===== config.mk =====
export PLATFORM = sky130hd
export DESIGN_NAME = button_motion_light_controller
export DESIGN_NICKNAME = d
export VERILOG_FILES = /design/src/sv/bmlc_pkg.sv /design/src/sv/button_motion_light_controller.sv
export SDC_FILE = /design/constraint.sdc
export NUM_CORES = 1
export LEC_CHECK = 0
export BUFFER_PORTS_ARGS = -buffer_cell sky130_fd_sc_hd__buf_2
export CAP_MARGIN = 20
export CORE_ASPECT_RATIO = 0.5
export CORE_MARGIN = 8
export CORE_UTILIZATION = 60
export CTS_BUF_LIST = sky130_fd_sc_hd__clkbuf_2 sky130_fd_sc_hd__clkbuf_4 sky130_fd_sc_hd__clkbuf_8
export DETAILED_ROUTE_END_ITERATION = 10
export GPL_ROUTABILITY_DRIVEN = 0
export GPL_TIMING_DRIVEN = 1
export PLACE_DENSITY_LB_ADDON = 0.3
export SYNTH_ARGS = -nofsm -noshare
export SYNTH_HDL_FRONTEND = slang
export SYNTH_SLANG_ARGS = --single-unit
export TNS_END_PERCENT = 20

===== constraint.sdc =====
create_clock -name clk -period 8.2 [get_ports clk]
set_input_delay 1.23 -clock clk [delete_from_list [all_inputs] [get_ports clk]]
set_output_delay 1.23 -clock clk [all_outputs]
set_load 0.02 [all_outputs]

===== src/sv/bmlc_pkg.sv =====
// Package for the two-light controller: field widths, mode codes, button codes
// and configuration register indexes. No dependencies.
package bmlc_pkg;

    localparam int ELAPSED_W  = 8;
    localparam int BUTTON_W   = 2;
    localparam int MODE_W     = 4;
    localparam int CFG_IDX_W  = 2;
    localparam int CFG_DATA_W = 24;
    localparam int LONG_MS_W  = 24;
    localparam int STEP_MS_W  = 16;

    typedef logic [MODE_W-1:0]   mode_t;
    typedef logic [BUTTON_W-1:0] button_t;

    // button modes: bit 0 main, bit 1 niche
    localparam mode_t MODE_OFF   = 4'd0;
    localparam mode_t MODE_MAIN  = 4'd1;
    localparam mode_t MODE_NICHE = 4'd2;
    localparam mode_t MODE_BOTH  = 4'd3;
    // lamp test steps
    localparam mode_t MODE_TEST_FIRST = 4'd4;
    localparam mode_t MODE_TEST_BOTH  = 4'd5;
    localparam mode_t MODE_TEST_NICHE = 4'd6;
    localparam mode_t MODE_TEST_NONE  = 4'd7;
    localparam mode_t MODE_TEST_LAST  = 4'd8;

    localparam button_t BTN_NONE  = 2'd0;
    localparam button_t BTN_SHORT = 2'd1;
    localparam button_t BTN_LONG  = 2'd2;

    localparam logic [CFG_IDX_W-1:0] CFG_AUTO_OFF    = 2'd0;
    localparam logic [CFG_IDX_W-1:0] CFG_MOTION_HOLD = 2'd1;
    localparam logic [CFG_IDX_W-1:0] CFG_STEP        = 2'd2;

    localparam logic [LONG_MS_W-1:0] AUTO_OFF_RESET    = 24'd7200000;
    localparam logic [LONG_MS_W-1:0] MOTION_HOLD_RESET = 24'd120000;
    localparam logic [STEP_MS_W-1:0] STEP_RESET        = 16'd1010;

endpackage


===== src/sv/button_motion_light_controller.sv =====
// Two-light controller with power-up lamp test, button modes, auto-off and
// motion hold. Depends on bmlc_pkg.
//
// Usage: each input word on in_valid/in_stall is one control pass (elapsed
// milliseconds, button event, motion level, switch-off). Every pass yields
// exactly one result word on out_valid/out_stall carrying the two relay drives
// and the motion hold flag.
// Each word passes the input register, then the state update that also loads
// the result register. Throughput is one word per cycle while out_stall is
// low; the limit is the state update (two saturating 24-bit
// countdowns plus the mode logic).
// Reset (rst_n low, asynchronous) clears the pipeline, restores the register
// defaults and arms the five-step lamp test, which then runs on the first
// passes. Configuration is written via cfg_we/cfg_index/cfg_data; the user
// must do so only while the block is idle (not enforced); index 3 is ignored.
// With out_valid and out_stall high, the result word and all state hold; the
// input register still takes one word, and in_stall rises once it is full.
module button_motion_light_controller #(
    parameter int TIMER_BITS = 24
) (
    input  logic                           clk,
    input  logic                           rst_n,
    input  logic                           cfg_we,
    input  logic [bmlc_pkg::CFG_IDX_W-1:0] cfg_index,
    input  logic [bmlc_pkg::CFG_DATA_W-1:0] cfg_data,
    input  logic                           in_valid,
    output logic                           in_stall,
    input  logic [bmlc_pkg::ELAPSED_W-1:0] elapsed_ms,
    input  logic [bmlc_pkg::BUTTON_W-1:0]  button_event,
    input  logic                           motion,
    input  logic                           switch_off,
    output logic                           out_valid,
    input  logic                           out_stall,
    output logic                           main_light,
    output logic                           niche_light,
    output logic                           motion_hold_active
);
    import bmlc_pkg::*;

    localparam int LW = (TIMER_BITS > LONG_MS_W) ? TIMER_BITS : LONG_MS_W;
    localparam logic [LW-1:0] TMAX = LW'((64'd1 << TIMER_BITS) - 64'd1);

    typedef logic [TIMER_BITS-1:0] timer_t;

    function automatic timer_t load_timer(input logic [LONG_MS_W-1:0] v);
        logic [LW-1:0] ve;
        ve = LW'(v);
        return (ve > TMAX) ? TIMER_BITS'(TMAX) : TIMER_BITS'(ve);
    endfunction

    function automatic timer_t count_down(input timer_t t,
                                          input logic [ELAPSED_W-1:0] d);
        timer_t de;
        de = TIMER_BITS'(d);
        return (t > de) ? t - de : '0;
    endfunction

    // configuration
    logic [LONG_MS_W-1:0] auto_off_ms_reg;
    logic [LONG_MS_W-1:0] motion_hold_ms_reg;
    logic [STEP_MS_W-1:0] step_ms_reg;

    // input register
    logic                 s1_valid_reg;
    logic [ELAPSED_W-1:0] s1_elapsed_reg;
    button_t              s1_button_reg;
    logic                 s1_motion_reg;
    logic                 s1_off_reg;

    // state and result
    logic   out_valid_reg;
    mode_t  mode_reg,  mode_next;
    logic   held_reg,  held_next;
    timer_t auto_reg,  auto_next;
    timer_t hold_reg,  hold_next;
    logic   main_reg,  main_next;
    logic   niche_reg, niche_next;

    logic advance;
    logic s1_load;

    assign advance  = s1_valid_reg && (!out_valid_reg || !out_stall);
    assign in_stall = s1_valid_reg && !advance;
    assign s1_load  = in_valid && !in_stall;

    always_ff @(posedge clk or negedge rst_n)
    begin
        if (!rst_n)
        begin
            auto_off_ms_reg    <= AUTO_OFF_RESET;
            motion_hold_ms_reg <= MOTION_HOLD_RESET;
            step_ms_reg        <= STEP_RESET;
        end
        else if (cfg_we)
        begin
            case (cfg_index)
                CFG_AUTO_OFF:    auto_off_ms_reg    <= cfg_data;
                CFG_MOTION_HOLD: motion_hold_ms_reg <= cfg_data;
                CFG_STEP:        step_ms_reg        <= cfg_data[STEP_MS_W-1:0];
                default:         ;
            endcase
        end
    end

    always_ff @(posedge clk or negedge rst_n)
    begin
        if (!rst_n)
        begin
            s1_valid_reg <= 1'b0;
        end
        else if (s1_load)
        begin
            s1_valid_reg <= 1'b1;
        end
        else if (advance)
        begin
            s1_valid_reg <= 1'b0;
        end
    end

    always_ff @(posedge clk)
    begin
        if (s1_load)
        begin
            s1_elapsed_reg <= elapsed_ms;
            s1_button_reg  <= button_event;
            s1_motion_reg  <= motion;
            s1_off_reg     <= switch_off;
        end
    end

    always_comb
    begin
        auto_next  = count_down(auto_reg, s1_elapsed_reg);
        hold_next  = count_down(hold_reg, s1_elapsed_reg);
        mode_next  = mode_reg;
        held_next  = held_reg;
        main_next  = main_reg;
        niche_next = niche_reg;

        if (s1_off_reg)
        begin
            mode_next = MODE_OFF;
            held_next = 1'b0;
        end
        if (mode_next > MODE_TEST_LAST)
        begin
            mode_next = MODE_OFF;
        end

        if (mode_next < MODE_TEST_FIRST)
        begin
            case (s1_button_reg)
                BTN_SHORT:
                begin
                    auto_next = load_timer(auto_off_ms_reg);
                    case (mode_next)
                        MODE_OFF:   mode_next = MODE_NICHE;
                        MODE_NICHE: mode_next = MODE_BOTH;
                        MODE_BOTH:  mode_next = MODE_MAIN;
                        default:    mode_next = MODE_OFF;
                    endcase
                end
                BTN_LONG:
                begin
                    auto_next = load_timer(auto_off_ms_reg);
                    mode_next = (mode_next == MODE_OFF) ? MODE_BOTH : MODE_OFF;
                end
                default: ;
            endcase
            if (auto_next == '0)
            begin
                mode_next = MODE_OFF;
            end

            if (mode_next != MODE_OFF)
            begin
                held_next = 1'b0;
            end
            else if (s1_motion_reg)
            begin
                held_next = 1'b1;
                hold_next = load_timer(motion_hold_ms_reg);
            end
            else if (held_next && hold_next == '0)
            begin
                held_next = 1'b0;
            end
            main_next  = mode_next[0];
            niche_next = mode_next[1] || held_next;
        end
        else if (mode_next == MODE_TEST_FIRST)
        begin
            main_next  = 1'b1;
            niche_next = 1'b0;
            auto_next  = load_timer(LONG_MS_W'(step_ms_reg));
            mode_next  = MODE_TEST_BOTH;
        end
        else if (auto_next == '0)
        begin
            case (mode_next)
                MODE_TEST_BOTH:
                begin
                    main_next  = 1'b1;
                    niche_next = 1'b1;
                end
                MODE_TEST_NICHE:
                begin
                    main_next  = 1'b0;
                    niche_next = 1'b1;
                end
                MODE_TEST_NONE:
                begin
                    main_next  = 1'b0;
                    niche_next = 1'b0;
                end
                default: ;
            endcase
            if (mode_next == MODE_TEST_LAST)
            begin
                mode_next = MODE_OFF;
            end
            else
            begin
                auto_next = load_timer(LONG_MS_W'(step_ms_reg));
                mode_next = mode_next + mode_t'(1);
            end
        end
    end

    always_ff @(posedge clk or negedge rst_n)
    begin
        if (!rst_n)
        begin
            out_valid_reg <= 1'b0;
            mode_reg      <= MODE_TEST_FIRST;
            held_reg      <= 1'b0;
            auto_reg      <= '0;
            hold_reg      <= '0;
            main_reg      <= 1'b0;
            niche_reg     <= 1'b0;
        end
        else
        begin
            if (advance)
            begin
                out_valid_reg <= 1'b1;
                mode_reg      <= mode_next;
                held_reg      <= held_next;
                auto_reg      <= auto_next;
                hold_reg      <= hold_next;
                main_reg      <= main_next;
                niche_reg     <= niche_next;
            end
            else if (!out_stall)
            begin
                out_valid_reg <= 1'b0;
            end
        end
    end

    // relay and hold state double as the result word; they only move on advance
    assign out_valid          = out_valid_reg;
    assign main_light         = main_reg;
    assign niche_light        = niche_reg;
    assign motion_hold_active = held_reg;

endmodule

==> results.toml <==
[route]
firstDrtPassIters = 6
ant_nets = 0
via_per_inst = 6.63
drc = 0
drtIter0Drc = 812
wirelength_um = 21700
num_vias = 6832
wl_per_cell_um = 21.1

[sta]
layout_min_cycle_time_ps = 4340
rsz0062_at_grt = "no"
fin_tns_setup_ps = 0
tightest_slew_ps = 1040
relSlewSlack_pct = 30.0
fmax_mhz = 230
period_share_pct = 53.0
final_hold_viol_count = 0
finalSetupViolations = 0
timing.final.ws_setup_ps = 3860
drv_slew = 0
skew_ps = 12.2

[floorplanning]
start_util_pct = 61.7
core_area_um2 = 12700
io_pins = 48
die_h_um = 96.9
rows = 29
die_w_um = 178
dieArea_um2 = 17200

[yosys]
synth_cells = 813
async_reset_ff_share_pct = 91.0
yosysUniqueCellTypes = 66
ys_ff_latch = 133
synth_compound_area_share_pct = 18.6
synthXorXnorAreaFrac_pct = 2.68
yosys.area_share.simple_pct = 18.3
yosysSeqAreaShare_pct = 43.5
synthAdderAreaFrac_pct = 3.85
synth_nets = 879
synth_top_area_share_pct = 30.3
post-synth-top-area-cell = "dfrtp_1"
syn_area_per_cell_um2 = 9.66
synth_warnings = 0
synth-edff-count = 12
netlist_area_um2 = 7860
synth_top_family_by_area = "compound AO/OA/AOI/OAI gates"
ys_top_cells_by_area = "dfrtp_1 30%, mux2_2 9.2%, dfstp_2 8.7%"
synthMuxAreaShare_pct = 9.55
synth_ff_type = "dfrtp_1"

[cts]
clk_latency_ps = 460
root_buffer = "clkbuf_8"
cts_setup_buffers = 0
cts_sinks = 133
cts_max_level = 4
clk_path_buf_depth = 2
ctsResizeCount = 0
cts.clk_slew.worst_paths_ps = 80
cts_tree = "built"
ctsHoldBuffers = 0
numCtsBuffers = 17

[global_routing]
grt_pass1_wl_um = 35100
grt_max_degree = 81
antenna_found_initial = 1
gr-usage-all-layers_pct = 25.4
grt_pass1_vias = 6627
grt-ovfl-total = 0

[cells_and_area]
diodes = 0
syn2layout_area_growth_pct = 9.33
fill_cells = 977
drive_gt1_share_pct = 22.2
seq_area_um2 = 3420
multi_input_area_um2 = 4180
nets = 914

[power_and_ir_drop]
peakVddDrop_mv = 0.141
p_leak_nw = 3.52
power_density_nw_per_um2 = 297
power_mw = 2.55

[worst_hold_path]
hp-class = "reg2reg"

[setup_path]
worst_setup_path_end_kind = "register"
cp.arrival_ps = 4650
crit_type = "reg2reg"
critPathLaunchType = "register"
critical_path.max_fanout = 18
required_ps = 8510
r2r_setup_slack_ps = 3860

[placement]
post-place-ws_ps = 3960
io_buffers = 47
dp.final_hpwl_um = 15400

[flow_run]
maxCapViolCount = 0

[outcome]
status = "finished, final reports clean"
## critical path: stages, from the launching register on
cell and delay, ps:
edfxtp_1 450, ha_1 280, fa_1 430, nor2b_1 190, o311ai_1 190, a21o_1 320, a211o_1 300, a211oi_1 190
nor4b_1 530, a31o_1 790, nor2_1 110, a211oi_1 270, o31ai_1 110
## power breakdown
part | switching, mW | internal [mW]
sequential | 0.175 | 0.841
combinational | 0.572 | 0.424
clock | 0.284 | 0.251
## cells by family after synthesis
family                   Yosys count
adder cells (fa/ha/maj)           23
buffers and inverters             64
multiplexers                      67
AND/OR/NAND/NOR                  282
flip-flops                       133
AO/OA/AOI/OAI                    220
XOR/XNOR                          24
## cell usage after synthesis (all sizes together) (5+ instances only)
cell type and count:
dfrtp 95, nand2 73, mux2 64, nor2 58, o21ai 58, a21oi 55, nor3 45, clkbuf 30
dfstp 26, inv 23, a221o 22, ha 21, nor4 17, a211oi 15, xnor2 15, edfxtp 12
nand3 12, or4 12, nand2b 11, or3 11, buf 10, xor2 9, a21o 8, and2 8
o31ai 8, a211o 7, and4 7, nand4 7, o211ai 7, o221ai 6, a31oi 5
## per-stage QoR
stage	hold slack (ps)	instance area, µm²	std cells	util, %
2_1_floorplan	453	7860	813	-
3_3_place_gp	470	8200	998	64.4
3_5_place_dp	486	8200	998	64.4
4_1_cts	503	8580	1030	67.3
5_1_grt	523	8590	1031	67.5
6_report	504	8590	1031	67.5
## worst paths after layout
kind	from	cells past startpoint	endpoint
max	s1_elapsed_reg[0]$_DFFE_PP_	12	auto_reg[9]$_DFFE_PN0P_
min	auto_reg[0]$_DFFE_PN0P_	2	auto_reg[0]$_DFFE_PN0P_
max reg2reg	s1_elapsed_reg[0]$_DFFE_PP_	12	auto_reg[9]$_DFFE_PN0P_
min reg2reg	auto_reg[0]$_DFFE_PN0P_	2	auto_reg[0]$_DFFE_PN0P_
max in group asynchronous	rst_n	2	auto_reg[18]$_DFFE_PN0P_
min in group asynchronous	rst_n	1	hold_reg[4]$_DFFE_PN0P_
## cells in the final DEF (no fill, tap or decap), drive strengths merged, types with 15 or more instances in the layout
cell type | Yosys | layout
o21ai | 58 | 58
dfstp | 26 | 26
a221o | 22 | 22
clkbuf | 30 | 18
a21oi | 55 | 55
dfrtp | 95 | 95
nor3 | 45 | 45
a211oi | 15 | 15
xnor2 | 15 | 15
inv | 23 | 28
ha | 21 | 21
nand2 | 73 | 73
mux2 | 64 | 64
nor4 | 17 | 17
nor2 | 58 | 58
buf | 10 | 56
## area by class of cell
cell class	instances	area share (%)
timing repair buffer	56	3.64
tap	170	2.48
inverter	24	1.05
clock buffer	18	2.88
sequential	133	39.8
clock inverter	14	1.47
multi-input combinational	616	48.7
## layer usage
layer	vias up	wire [µm]	global-route usage, %
li1	3129	-	-
met1	3311	9530	35.5
met2	354	9390	37.2
met3	36	2450	8.30
met4	2	316	6.94
met5	-	12	0
Power figures use the tool's default switching activity.
